File: src/rtl/tdf_pkg.sv
package tdf_pkg;

    localparam int FRAC_BITS_DEF = 16;

    localparam int CFG_IDX_W  = 2;
    localparam int CFG_DATA_W = 24;

    localparam logic [CFG_IDX_W-1:0] REG_SPEED  = 2'd0;
    localparam logic [CFG_IDX_W-1:0] REG_STEP   = 2'd1;
    localparam logic [CFG_IDX_W-1:0] REG_FILTER = 2'd2;

    localparam logic [19:0] SPEED_RST  = 20'd200;
    localparam logic [23:0] STEP_RST   = 24'd234881;
    localparam logic [3:0]  FILTER_RST = 4'd5;

    typedef enum logic [4:0] {
        OP_NOP,
        OP_LOAD,
        OP_MUL,
        OP_HH,
        OP_D,
        OP_A0,
        OP_Y,
        OP_T,
        OP_SQI,
        OP_SQ,
        OP_A,
        OP_M,
        OP_DVI,
        OP_DV,
        OP_FH,
        OP_X1,
        OP_X2
    } op_t;

    typedef struct packed {
        op_t        op;
        logic [1:0] part;
        logic       tail;
    } cmd_t;

    typedef struct packed {
        logic out_free;
    } stat_t;

endpackage

File: src/rtl/tdf_ctrl.sv
module tdf_ctrl #(
    parameter int FRAC_BITS = tdf_pkg::FRAC_BITS_DEF
) (
    input  logic          clk,
    input  logic          rst_n,
    input  logic          in_valid,
    output logic          in_stall,
    input  tdf_pkg::stat_t stat,
    output tdf_pkg::cmd_t  cmd
);

    localparam int DIV_STEPS = 64 + FRAC_BITS;
    localparam int CNT_W = $clog2(DIV_STEPS);
    localparam logic [CNT_W-1:0] MUL_LAST   = CNT_W'(3);
    localparam logic [CNT_W-1:0] SQ_LAST    = CNT_W'(63);
    localparam logic [CNT_W-1:0] TAIL_START = CNT_W'(64);
    localparam logic [CNT_W-1:0] DV_LAST    = CNT_W'(DIV_STEPS - 1);

    typedef enum logic [15:0] {
        S_IDLE = 16'h0001,
        S_MUL  = 16'h0002,
        S_HH   = 16'h0004,
        S_D    = 16'h0008,
        S_A0   = 16'h0010,
        S_Y    = 16'h0020,
        S_T    = 16'h0040,
        S_SQI  = 16'h0080,
        S_SQ   = 16'h0100,
        S_A    = 16'h0200,
        S_M    = 16'h0400,
        S_DVI  = 16'h0800,
        S_DV   = 16'h1000,
        S_FH   = 16'h2000,
        S_X1   = 16'h4000,
        S_X2   = 16'h8000
    } state_t;

    state_t           state_reg, state_next;
    state_t           ret_reg, ret_next;
    logic [CNT_W-1:0] cnt_reg, cnt_next;

    assign in_stall = (state_reg != S_IDLE);

    always_comb
    begin
        state_next = state_reg;
        ret_next   = ret_reg;
        cnt_next   = cnt_reg + CNT_W'(1);
        cmd.op     = tdf_pkg::OP_NOP;
        cmd.part   = cnt_reg[1:0];
        cmd.tail   = (cnt_reg >= TAIL_START);
        case (state_reg)
            S_IDLE:
            begin
                cnt_next = '0;
                if (in_valid)
                begin
                    cmd.op     = tdf_pkg::OP_LOAD;
                    state_next = S_MUL;
                    ret_next   = S_HH;
                end
            end
            S_MUL:
            begin
                cmd.op = tdf_pkg::OP_MUL;
                if (cnt_reg == MUL_LAST)
                begin
                    state_next = ret_reg;
                    cnt_next   = '0;
                end
            end
            S_HH:
            begin
                cmd.op     = tdf_pkg::OP_HH;
                cnt_next   = '0;
                state_next = S_MUL;
                ret_next   = S_D;
            end
            S_D:
            begin
                cmd.op     = tdf_pkg::OP_D;
                cnt_next   = '0;
                state_next = S_MUL;
                ret_next   = S_A0;
            end
            S_A0:
            begin
                cmd.op     = tdf_pkg::OP_A0;
                state_next = S_Y;
            end
            S_Y:
            begin
                cmd.op     = tdf_pkg::OP_Y;
                state_next = S_T;
            end
            S_T:
            begin
                cmd.op     = tdf_pkg::OP_T;
                cnt_next   = '0;
                state_next = S_MUL;
                ret_next   = S_SQI;
            end
            S_SQI:
            begin
                cmd.op     = tdf_pkg::OP_SQI;
                cnt_next   = '0;
                state_next = S_SQ;
            end
            S_SQ:
            begin
                cmd.op = tdf_pkg::OP_SQ;
                if (cnt_reg == SQ_LAST)
                begin
                    state_next = S_A;
                end
            end
            S_A:
            begin
                cmd.op     = tdf_pkg::OP_A;
                state_next = S_M;
            end
            S_M:
            begin
                cmd.op     = tdf_pkg::OP_M;
                cnt_next   = '0;
                state_next = S_MUL;
                ret_next   = S_DVI;
            end
            S_DVI:
            begin
                cmd.op     = tdf_pkg::OP_DVI;
                cnt_next   = '0;
                state_next = S_DV;
            end
            S_DV:
            begin
                cmd.op = tdf_pkg::OP_DV;
                if (cnt_reg == DV_LAST)
                begin
                    state_next = S_FH;
                end
            end
            S_FH:
            begin
                cmd.op     = tdf_pkg::OP_FH;
                cnt_next   = '0;
                state_next = S_MUL;
                ret_next   = S_X1;
            end
            S_X1:
            begin
                cmd.op     = tdf_pkg::OP_X1;
                cnt_next   = '0;
                state_next = S_MUL;
                ret_next   = S_X2;
            end
            S_X2:
            begin
                // hold until the output register can take the word
                if (stat.out_free)
                begin
                    cmd.op     = tdf_pkg::OP_X2;
                    state_next = S_IDLE;
                end
            end
            default:
            begin
                state_next = S_IDLE;
            end
        endcase
    end

    always_ff @(posedge clk or negedge rst_n)
    begin
        if (!rst_n)
        begin
            state_reg <= S_IDLE;
            ret_reg   <= S_IDLE;
            cnt_reg   <= '0;
        end
        else
        begin
            state_reg <= state_next;
            ret_reg   <= ret_next;
            cnt_reg   <= cnt_next;
        end
    end

endmodule

File: config.mk
export PLATFORM = sky130hd
export DESIGN_NAME = tdf_ctrl
export DESIGN_NICKNAME = d
export VERILOG_FILES = /design/src/rtl/tdf_pkg.sv /design/src/rtl/tdf_ctrl.sv
export SDC_FILE = /design/constraint.sdc
export NUM_CORES = 1
export LEC_CHECK = 0
export BUFFER_PORTS_ARGS = -buffer_cell sky130_fd_sc_hd__buf_2
export CORE_UTILIZATION = 53
export DETAILED_ROUTE_END_ITERATION = 8
export GPL_TIMING_DRIVEN = 1
export HOLD_SLACK_MARGIN = 0.12
export PLACE_DENSITY = 0.84
export SYNTH_ARGS = -nofsm -noshare
export SYNTH_HDL_FRONTEND = slang
export SYNTH_SLANG_ARGS = --single-unit
File: constraint.sdc
create_clock -name clk -period 2.34 [get_ports clk]
set_input_delay 0.585 -clock clk [delete_from_list [all_inputs] [get_ports clk]]
set_output_delay 0.585 -clock clk [all_outputs]
set_load 0.005 [all_outputs]
==> impl_metrics.py, run 1 <==
metrics = {
    "drt": {
        "first_pass_iters": 6,
        "routedWlPerCell_um": 19.9,
        "totalWireLength_um": 5590,
        "drtIter0Drc": 135,
        "ant_nets": 0,
        "drc": 0,
        "viasPerCell": 6.25,
        "via_count": 1757,
    },
    "cts": {
        "cts_root_buf": "clkbuf_4",
        "cts_tree": "done",
        "clkSinkCount": 31,
        "numCtsBuffers": 5,
        "cts_hold_buffers": 0,
        "clk_pin_slew_ns": 0.11,
        "cts_buffer_depth": 2,
        "cts_max_level": 2,
        "clk_latency_ns": 0.35,
    },
    "final_layout": {
        "drive_above_1_share_pct": 42.2,
        "largest_reg_flops": 16,
        "nNetsFinal": 242,
        "antenna_cells": 0,
        "areaGrowthSynthToFinish_pct": 35.1,
    },
    "global_route": {
        "grt_pass1_wl_um": 8010,
        "antenna_found_initial": 0,
        "grt_pass1_vias": 1680,
        "grt_max_degree": 32,
        "grt_overflow_total": 0,
        "grt_usage_pct": 31.9,
    },
    "sta": {
        "period_needed_ns": 2.77,
        "slew_viol_final": 0,
        "skew_ns": 0.0175,
        "clock.fmax_ghz": 0.361,
        "max-slew-margin-rel_pct": 52.0,
        "setup_violations": 6,
        "hold_viol": 0,
        "worst_slack_ns": -0.432,
        "worst_pin_slew_ns": 0.720,
        "rsz0062_at_grt": "yes",
        "finalCritPeriodShare_pct": 118,
        "setup-tns-final_ns": -2.01,
    },
    "yosys": {
        "synth_flop_cell": "dfrtp_1",
        "synth.net_count": 185,
        "ys_ff_latch": 31,
        "synth-edff-count": 0,
        "yosys_warnings": 0,
        "synth_area_sq_mm": 0.00177,
        "ys_seq_area_share_pct": 44.0,
        "ys_async_sr_fraction_pct": 100,
        "netlist_instances": 179,
        "synth_area_per_cell_sq_um": 9.88,
        "synth_cell_type_count": 47,
    },
    "place": {
        "gp_congestion": 0.987,
        "numPortBuffers": 12,
        "dp_slack_ns": -0.0688,
        "hpwl_um": 3240,
    },
    "flow_run": {
        "max_cap_viol_count": 0,
    },
    "floorplanning": {
        "die_w_um": 59.8,
        "core_sq_mm": 0.00310,
        "row_count": 20,
        "die_h_um": 59.8,
        "initial_utilization_pct": 57.0,
        "die_area_sq_mm": 0.00357,
        "boundaryPins": 13,
    },
    "critical_path": {
        "critPathRequiredTime_ns": 1.75,
        "worstSetupPathType": "reg -> out",
        "setup.worst_path.end_class": "output pin",
        "critPathMaxFanout": 4,
        "arrival_ns": 2.19,
        "cp-start-kind": "register",
    },
    "status": {
        "failed_checks": "negative setup slack",
        "outcome": "finished, violations left",
    },
    "power": {
        "p_leak_uw": 0.00119,
        "p_per_area_mw_per_mm2": 774,
        "ir_worst_vdd_mv": 0.597,
    },
    "worst_hold_path": {
        "hold_path_class": "in -> async",
    },
}
-- cells by family (layout without fill, tap and decap cells) --
group	count (synthesis)	after routing	share of synthesized area [%]
simple gates	102	102	36.5
fa+ha+maj	2	2	1.41
flops	31	31	44.0
compound gates	20	20	8.35
xor+xnor	11	11	5.45
buf+inv	13	71	4.31
-- cell usage after synthesis (2+ instances only) --
master | instances | share of area [%]
nor4_4 | 4 | 4.8
xor2_1 | 4 | 2.0
and2_1 | 11 | 3.9
and3_1 | 5 | 1.8
dfrtp_1 | 29 | 41
a21oi_1 | 2 | 0.57
nand3_1 | 8 | 2.3
xnor2_1 | 7 | 3.5
nand4_1 | 3 | 1.1
buf_2 | 3 | 0.85
nand3b_1 | 2 | 0.85
nand4b_1 | 2 | 0.99
o31ai_1 | 2 | 0.85
dfstp_2 | 2 | 3.0
buf_6 | 2 | 1.3
ha_1 | 2 | 1.4
o2111ai_1 | 2 | 0.99
nor4b_1 | 4 | 2.0
buf_4 | 2 | 0.85
inv_1 | 4 | 0.85
or3_1 | 4 | 1.4
nand2b_1 | 2 | 0.71
nor2_1 | 18 | 3.8
nor3_1 | 7 | 2.0
nor2b_1 | 3 | 1.1
nand2_1 | 16 | 3.4
o21ai_0 | 5 | 1.4
nor4_1 | 3 | 1.1
a32o_1 | 3 | 1.7
-- timing repair --
action,in CTS,in global routing
pin swaps,19,10
gates resized for setup,22,14
setup buffers,12,5
endpoints found under the setup margin,5,16
-- final cells by class --
class                           count  area [sq um]
Inverter                            4          15.0
Timing Repair Buffer               59           430
Sequential cell                    31           782
Clock inverter                      1          5.00
Tap cell                           44          55.1
Clock buffer                        7          45.0
Fill cell                         210           712
Multi-Input combinational cell    135          1060
-- path summary, 6_finish.rpt --
kind | start | endpoint | slack (ns) | cells after the start
max in group asynchronous | rst_n | state_reg[14]$_DFFE_PN0P_ | 1.55 | 1
hold / removal | rst_n | state_reg[10]$_DFFE_PN0P_ | 0.26 | 1
setup reg to reg | state_reg[0]$_DFFE_PN1P_ | state_reg[0]$_DFFE_PN1P_ | 0.05 | 8
hold reg to reg | ret_reg[4]$_DFFE_PN0P_ | ret_reg[4]$_DFFE_PN0P_ | 0.49 | 2
min in group clk | ret_reg[4]$_DFFE_PN0P_ | ret_reg[4]$_DFFE_PN0P_ | 0.49 | 2
setup / recovery | state_reg[1]$_DFFE_PN0P_ | cmd[6] | -0.43 | 6
-- through the flow --
stage / cell area, sq um / util [%] / hold slack (ns) / instances / power (uW)
6_report: 2390 / 77.1 / 0.264 / 281 / 1850
4_1_cts: 2300 / 74.1 / 0.291 / 280 / 1710
5_1_grt: 2390 / 77.1 / 0.320 / 281 / 1930
3_5_place_dp: 2080 / 67.0 / 0.460 / 260 / 1370
2_1_floorplan: 1770 / - / 0.289 / 179 / 1130
3_3_place_gp: 2080 / 67.0 / 0.457 / 260 / 1350
-- worst max-delay path, stage by stage (launching register included) --
cell and delay (ns):
dfrtp_1 0.45, nor4_4 0.40, nand3_2 0.16, or4_4 0.47
o2111ai_2 0.12, a311o_1 0.15, buf_2 0.11
-- report_power, final --
part           leakage [uW]  switching [uW]  internal (uW)
combinational      0.000744             476            401
clock             0.0000293             190            117
sequential         0.000412            65.2            601
-- routing by layer --
| layer | global-route usage [%] | up-vias | share of wire (%) |
|---|---|---|---|
| met5 | 0 | - | 0 |
| met4 | 20.3 | 0 | 5.4 |
| met3 | 9.52 | 31 | 8.1 |
| met2 | 50.2 | 108 | 48 |
| met1 | 38.1 | 858 | 39 |
| li1 | - | 760 | - |
-- cell usage in the layout (no fill, tap or decap), types with 7 or more instances in the layout --
cell     instances
nand3_1          7
nor2_1          18
nand2_1         14
buf_2           11
and2_1           8
buf_4           44
dfrtp_1         26
No activity file was read; power rests on OpenSTA's default activity.
==> run 2, diff against run 1 <==
--- a/config.mk
+++ b/config.mk
@@ -6,7 +6,7 @@
 export NUM_CORES = 1
 export LEC_CHECK = 0
 export BUFFER_PORTS_ARGS = -buffer_cell sky130_fd_sc_hd__buf_2
-export CORE_UTILIZATION = 53
+export CORE_UTILIZATION = 55
 export DETAILED_ROUTE_END_ITERATION = 8
 export GPL_TIMING_DRIVEN = 1
 export HOLD_SLACK_MARGIN = 0.12
==> constraint.sdc (replaced) <==
create_clock -name clk -period 3.3 [get_ports clk]
set_input_delay 0.825 -clock clk [delete_from_list [all_inputs] [get_ports clk]]
set_output_delay 0.825 -clock clk [all_outputs]
set_load 0.005 [all_outputs]
==> run 2 against run 1 <==
Compared with the run above: final cell count is 15% lower; die area decreased by 3.5%; first-iteration DRC count down 36%; clock skew shrank 0.010 ns; via count down 20%; hold slack better by 0.23 ns; wire length decreased by 29%; total power shrank 38%; register-to-register slack gained 0.85 ns; the run now ends clean; core utilization shrank 14 points; critical endpoint is now cmd[5]; global-route usage shrank 6.4 points; highest routed layer unchanged.
==> impl_metrics.py, run 2 (synthesis gave the netlist of run 1 again) <==
metrics = {
    "critical_path": {
        "crit_path_cell_trace": "nor4_4 -> nand3_2 -> or4_4 -> o21ai_0 -> nand4bb_1 -> buf_2",
        "worstSetupPathType": "reg -> out",
        "r2r_start": "state_reg[0]$_DFFE_PN1P_",
        "crit_path_top_delay_cell": "or4_4",
        "worstRegToRegCells": 6,
        "reg2reg_slack_ns": 0.90,
        "critPathRequiredTime_ns": 2.47,
        "cp-start-kind": "register",
        "critPathMaxFanout": 6,
        "slowest_delay_ns": 0.54,
        "critPathBufInv": 1,
        "critical_path_depth": 6,
        "setup.worst_path.end_class": "output pin",
        "cp_top_family": "simple AND/OR/NAND/NOR gates",
        "worstReg2RegEnd": "ret_reg[14]$_DFFE_PN0P_",
        "arrival_ns": 2.38,
    },
    "cts": {
        "cts_max_level": 2,
        "cts_hold_buffers": 0,
        "numCtsBuffers": 5,
        "clk_latency_ns": 0.33,
        "cts_root_buf": "clkbuf_4",
        "cts_tree": "done",
        "clkSinkCount": 31,
        "clk_pin_slew_ns": 0.09,
        "cts_buffer_depth": 2,
    },
    "floorplanning": {
        "initial_utilization_pct": 58.0,
        "core_sq_mm": 0.00305,
        "row_count": 20,
        "die_h_um": 58.7,
        "boundaryPins": 13,
        "die_area_sq_mm": 0.00345,
        "die_w_um": 58.7,
    },
    "place": {
        "dpl-instance-area_sq_mm": 0.00183,
        "hpwl_um": 2800,
        "gp_congestion": 0.962,
        "numPortBuffers": 12,
    },
    "sta": {
        "period_needed_ns": 3.20,
        "max-slew-margin-rel_pct": 19.9,
        "clock.fmax_ghz": 0.312,
        "skew_ns": 0.00747,
        "setup_violations": 0,
        "setup-tns-final_ns": 0,
        "hold_viol": 0,
        "finalCritPeriodShare_pct": 97.0,
        "worst_pin_slew_ns": 1.19,
        "slew_viol_final": 0,
    },
    "drt": {
        "first_pass_iters": 4,
        "via_count": 1410,
        "routedWlPerCell_um": 16.6,
        "ant_nets": 0,
        "drc": 0,
        "drtIter0Drc": 86,
        "viasPerCell": 5.92,
        "totalWireLength_um": 3940,
    },
    "final_layout": {
        "drive_above_1_share_pct": 19.6,
        "final_common_cell": "dfrtp_1",
        "fin_util_pct": 63.3,
        "areaGrowthSynthToFinish_pct": 9.19,
        "nNetsFinal": 199,
        "antenna_cells": 0,
        "fin_area_sq_mm": 0.00193,
        "layout_common_cells": "26 x dfrtp_1, 18 x nor2_1, 16 x nand2_1",
        "largest_reg_flops": 16,
    },
    "worst_hold_path": {
        "holdPathStages": 1,
        "min_to": "state_reg[3]$_DFFE_PN0P_",
        "min-delay-start": "ret_reg[3]$_DFFE_PN0P_",
        "hold_path_class": "reg -> reg",
    },
    "global_route": {
        "grt_pass1_wl_um": 6290,
        "grt_overflow_total": 0,
        "grt_max_degree": 32,
        "antenna_found_initial": 0,
        "grt_pass1_vias": 1336,
        "grt_usage_pct": 25.5,
    },
    "power": {
        "p_leak_uw": 0.000930,
        "ir_worst_vdd_mv": 0.410,
        "p_per_area_mw_per_mm2": 596,
    },
    "status": {
        "outcome": "finished, final reports clean",
    },
    "flow_run": {
        "max_cap_viol_count": 0,
    },
}
==> run 2: changes by cell type in the layout (fill, tap and decap cells not counted), sizes merged <==
| cell | change |
|---|---|
| buf | -43 |
| clkbuf | +1 |
| clkinv | -1 |
==> run 2: worst reg2reg max path: stages, from the launching register on <==
cell and delay (ns):
dfstp_2 0.65, or3_1 0.21, nor4_1 0.07, buf_4 0.15, o31ai_1 0.98, nand2_1 0.11
o21ai_0 0.14
==> run 2: per-layer routing <==
| layer | global-route usage (%) | part of all wire [%] |
|---|---|---|
| met5 | 0 | 0 |
| met4 | 12.6 | 2.6 |
| met3 | 7.91 | 6.5 |
| met2 | 39.9 | 49 |
| met1 | 32.2 | 42 |
==> run 2: worst max path at each step <==
stage,from,end,slack [ns]
after floorplan,state_reg[0]$_DFFE_PN1P_,cmd[5],0.74
after global placement,state_reg[1]$_DFFE_PN0P_,cmd[5],0.51
after detailed placement,state_reg[1]$_DFFE_PN0P_,cmd[5],0.39
after CTS,state_reg[1]$_DFFE_PN0P_,cmd[5],0.008
after global routing,state_reg[8]$_DFFE_PN0P_,cmd[5],-0.03
final,state_reg[8]$_DFFE_PN0P_,cmd[5],0.1
==> run 2: where the power goes <==
group          internal [uW]  leakage (uW)  total (uW)  switching [uW]
sequential               426      0.000412         490            63.9
clock                    125     0.0000386         253             128
combinational            178      0.000480         407             229
==> run 2: final cells by class <==
cell class / instances / area [sq um]
clock buffers: 8 / 68.8
repair buffers: 16 / 90.1
inverters: 4 / 15.0
flip-flops and latches: 31 / 782
multi-input cells: 135 / 921
well taps: 44 / 55.1
fillers: 271 / 1120
==> run 2: repair_timing <==
| action | in CTS | in global routing |
|---|---|---|
| buffers inserted | 0 | 3 |
| endpoints found under the setup margin | 0 | 3 |
| gates resized for setup | 0 | 4 |
==> run 2: stage by stage <==
stage	std cells	worst slack (ns)	total power [uW]	hold WS, ns
floorplan	179	0.742	799	0.439
global placement	227	0.508	859	0.452
detailed placement	227	0.395	874	0.471
CTS	235	0.00793	1130	0.485
global route	238	-0.0253	1230	0.515
finish	238	0.0979	1150	0.490
==> run 3, diff against run 2 <==
--- a/config.mk
+++ b/config.mk
@@ -10,7 +10,9 @@
 export DETAILED_ROUTE_END_ITERATION = 8
 export GPL_TIMING_DRIVEN = 1
 export HOLD_SLACK_MARGIN = 0.12
+export MAX_ROUTING_LAYER = met4
 export PLACE_DENSITY = 0.84
+export SETUP_SLACK_MARGIN = 0.1
 export SYNTH_ARGS = -nofsm -noshare
 export SYNTH_HDL_FRONTEND = slang
 export SYNTH_SLANG_ARGS = --single-unit
==> run 3 against run 2 <==
Compared with the run above: via count rose by 6.8%; largest cell class unchanged; combinational power up 11%; fmax is 0.69% higher; register-to-register slack better by 0.05 ns; core utilization up 3.5 points; clock skew fell by 0.0016 ns; largest power group unchanged; critical path depth stayed put; highest routed layer unchanged; die area is the same; hold slack lost 0.016 ns.
==> impl_metrics.py, run 3 (synthesis gave the netlist of run 1 again) <==
metrics = {
    "status": {
        "outcome": "finished, final reports clean",
    },
    "drt": {
        "drc": 0,
        "first_pass_iters": 5,
        "routedWlPerCell_um": 16.8,
        "totalWireLength_um": 4160,
        "drtIter0Drc": 133,
        "ant_nets": 0,
        "via_count": 1506,
        "viasPerCell": 6.07,
    },
    "sta": {
        "clock.fmax_ghz": 0.314,
        "whs_ns": 0.474,
        "finalCritPeriodShare_pct": 96.4,
        "rsz0062_at_grt": "no",
        "period_needed_ns": 3.18,
        "worst_pin_slew_ns": 1.20,
        "slew_viol_final": 0,
        "setup-tns-final_ns": 0,
        "hold_viol": 0,
        "worst_slack_ns": 0.120,
        "skew_ns": 0.00582,
        "max-slew-margin-rel_pct": 19.6,
        "setup_violations": 0,
    },
    "floorplanning": {
        "die_w_um": 58.7,
        "boundaryPins": 13,
        "initial_utilization_pct": 58.0,
        "die_area_sq_mm": 0.00345,
        "row_count": 20,
        "die_h_um": 58.7,
        "core_sq_mm": 0.00305,
    },
    "place": {
        "place_inst": 227,
        "hpwl_um": 2670,
        "dpl-instance-area_sq_mm": 0.00183,
        "gp_congestion": 1.02,
        "dp_slack_ns": 0.460,
        "numPortBuffers": 12,
    },
    "critical_path": {
        "critPathRequiredTime_ns": 2.47,
        "worstSetupPathType": "reg -> out",
        "critPathMaxFanout": 6,
        "slowest_delay_ns": 0.54,
        "setup.worst_path.end_class": "output pin",
        "crit_path_top_delay_cell": "or4_4",
        "r2r_start": "state_reg[0]$_DFFE_PN1P_",
        "cp-start-kind": "register",
        "worstRegToRegCells": 7,
        "crit_path_cell_trace": "nor4_4 -> nand3_2 -> or4_4 -> o21ai_1 -> nand4bb_1 -> buf_2",
        "arrival_ns": 2.36,
        "worstReg2RegEnd": "ret_reg[14]$_DFFE_PN0P_",
        "reg2reg_slack_ns": 0.95,
    },
    "cts": {
        "numCtsBuffers": 5,
        "clkSinkCount": 31,
        "cts_buffer_depth": 2,
        "cts_tree": "done",
        "clk_pin_slew_ns": 0.10,
        "clk_latency_ns": 0.34,
        "cts_max_level": 2,
        "cts_root_buf": "clkbuf_4",
    },
    "final_layout": {
        "largest_reg_flops": 16,
        "final_common_cell": "dfrtp_1",
        "nNetsFinal": 209,
        "areaGrowthSynthToFinish_pct": 15.2,
        "layout.cells.non_filler": 248,
        "fin_area_sq_mm": 0.00204,
        "fillers": 246,
        "drive_above_1_share_pct": 27.5,
        "layout_common_cells": "21 x dfrtp_1, 18 x nor2_1, 16 x nand2_1",
        "antenna_cells": 0,
    },
    "global_route": {
        "grt_max_degree": 32,
        "antenna_found_initial": 0,
        "grt_pass1_vias": 1358,
        "grt_usage_pct": 26.6,
        "grt_pass1_wl_um": 6380,
        "grt_overflow_total": 0,
    },
    "power": {
        "ir_worst_vdd_mv": 0.329,
        "p_int_uw": 803,
        "power_frac_seq_pct": 38.7,
        "clkPwrFrac_pct": 25.2,
        "p_leak_uw": 0.000978,
        "p_per_area_mw_per_mm2": 612,
        "swShare_pct": 35.6,
        "combPwrFrac_pct": 36.1,
        "switching_power_uw": 443,
    },
    "worst_hold_path": {
        "min_to": "ret_reg[7]$_DFFE_PN0P_",
        "holdPathStages": 2,
        "hold_path_class": "reg -> reg",
        "min-delay-start": "ret_reg[7]$_DFFE_PN0P_",
    },
    "flow_run": {
        "max_cap_viol_count": 0,
    },
}
run 3: area by class of cell:
| type | count | area [sq um] | area share (%) |
|---|---|---|---|
| well taps | 44 | 55.1 | 2.70 |
| inverters | 4 | 15.0 | 0.737 |
| repair buffers | 26 | 165 | 8.10 |
| flip-flops and latches | 31 | 788 | 38.7 |
| multi-input cells | 135 | 928 | 45.5 |
| clock buffers | 6 | 51.3 | 2.52 |
| clock inverters | 2 | 35.0 | 1.72 |
run 3: worst max path at each step:
stage                             startpoint     end  slack [ns]
finish              state_reg[9]$_DFFE_PN0P_  cmd[5]        0.12
global route        state_reg[8]$_DFFE_PN0P_  cmd[5]        0.05
CTS                 state_reg[1]$_DFFE_PN0P_  cmd[5]        0.11
detailed placement  state_reg[5]$_DFFE_PN0P_  cmd[5]        0.46
global placement    state_reg[8]$_DFFE_PN0P_  cmd[5]        0.52
floorplan           state_reg[0]$_DFFE_PN1P_  cmd[5]        0.74
run 3: critical path, delay by kind of cell (launching register included):
| kind | cells | cell delay, ns |
|---|---|---|
| simple gates | 4 | 1.27 |
| flops | 1 | 0.47 |
| compound gates | 1 | 0.15 |
| buf+inv | 1 | 0.12 |
run 3: per-stage QoR:
stage               utilization (%)  total power, uW
floorplan                         -              799
global placement               60.0              859
detailed placement             60.0              870
CTS                            63.8             1200
global route                   66.8             1320
finish                         66.8             1250
run 3: power by group through the flow:
stage,Sequential [uW],Clock (uW),Combinational (uW)
after floorplan,454,0,345
after global placement,489,0,371
after detailed placement,493,0,377
after CTS,486,321,392
after global routing,490,337,497
final,482,314,450
run 3: repair_timing:
| action | in CTS | in global routing |
|---|---|---|
| endpoints found under the setup margin | 2 | 4 |
| pin swaps | 3 | 5 |
| gates resized for setup | 0 | 12 |
| hold buffers | 0 | 0 |
| setup buffers | 4 | 9 |
run 3: layer usage:
metal / track usage (%) / up-vias / wire length [um]
met5: - / - / 0
met4: 11.9 / 0 / 143
met3: 7.91 / 15 / 362
met2: 40.9 / 72 / 1980
met1: 32.7 / 727 / 1680
li1: - / 692 / -
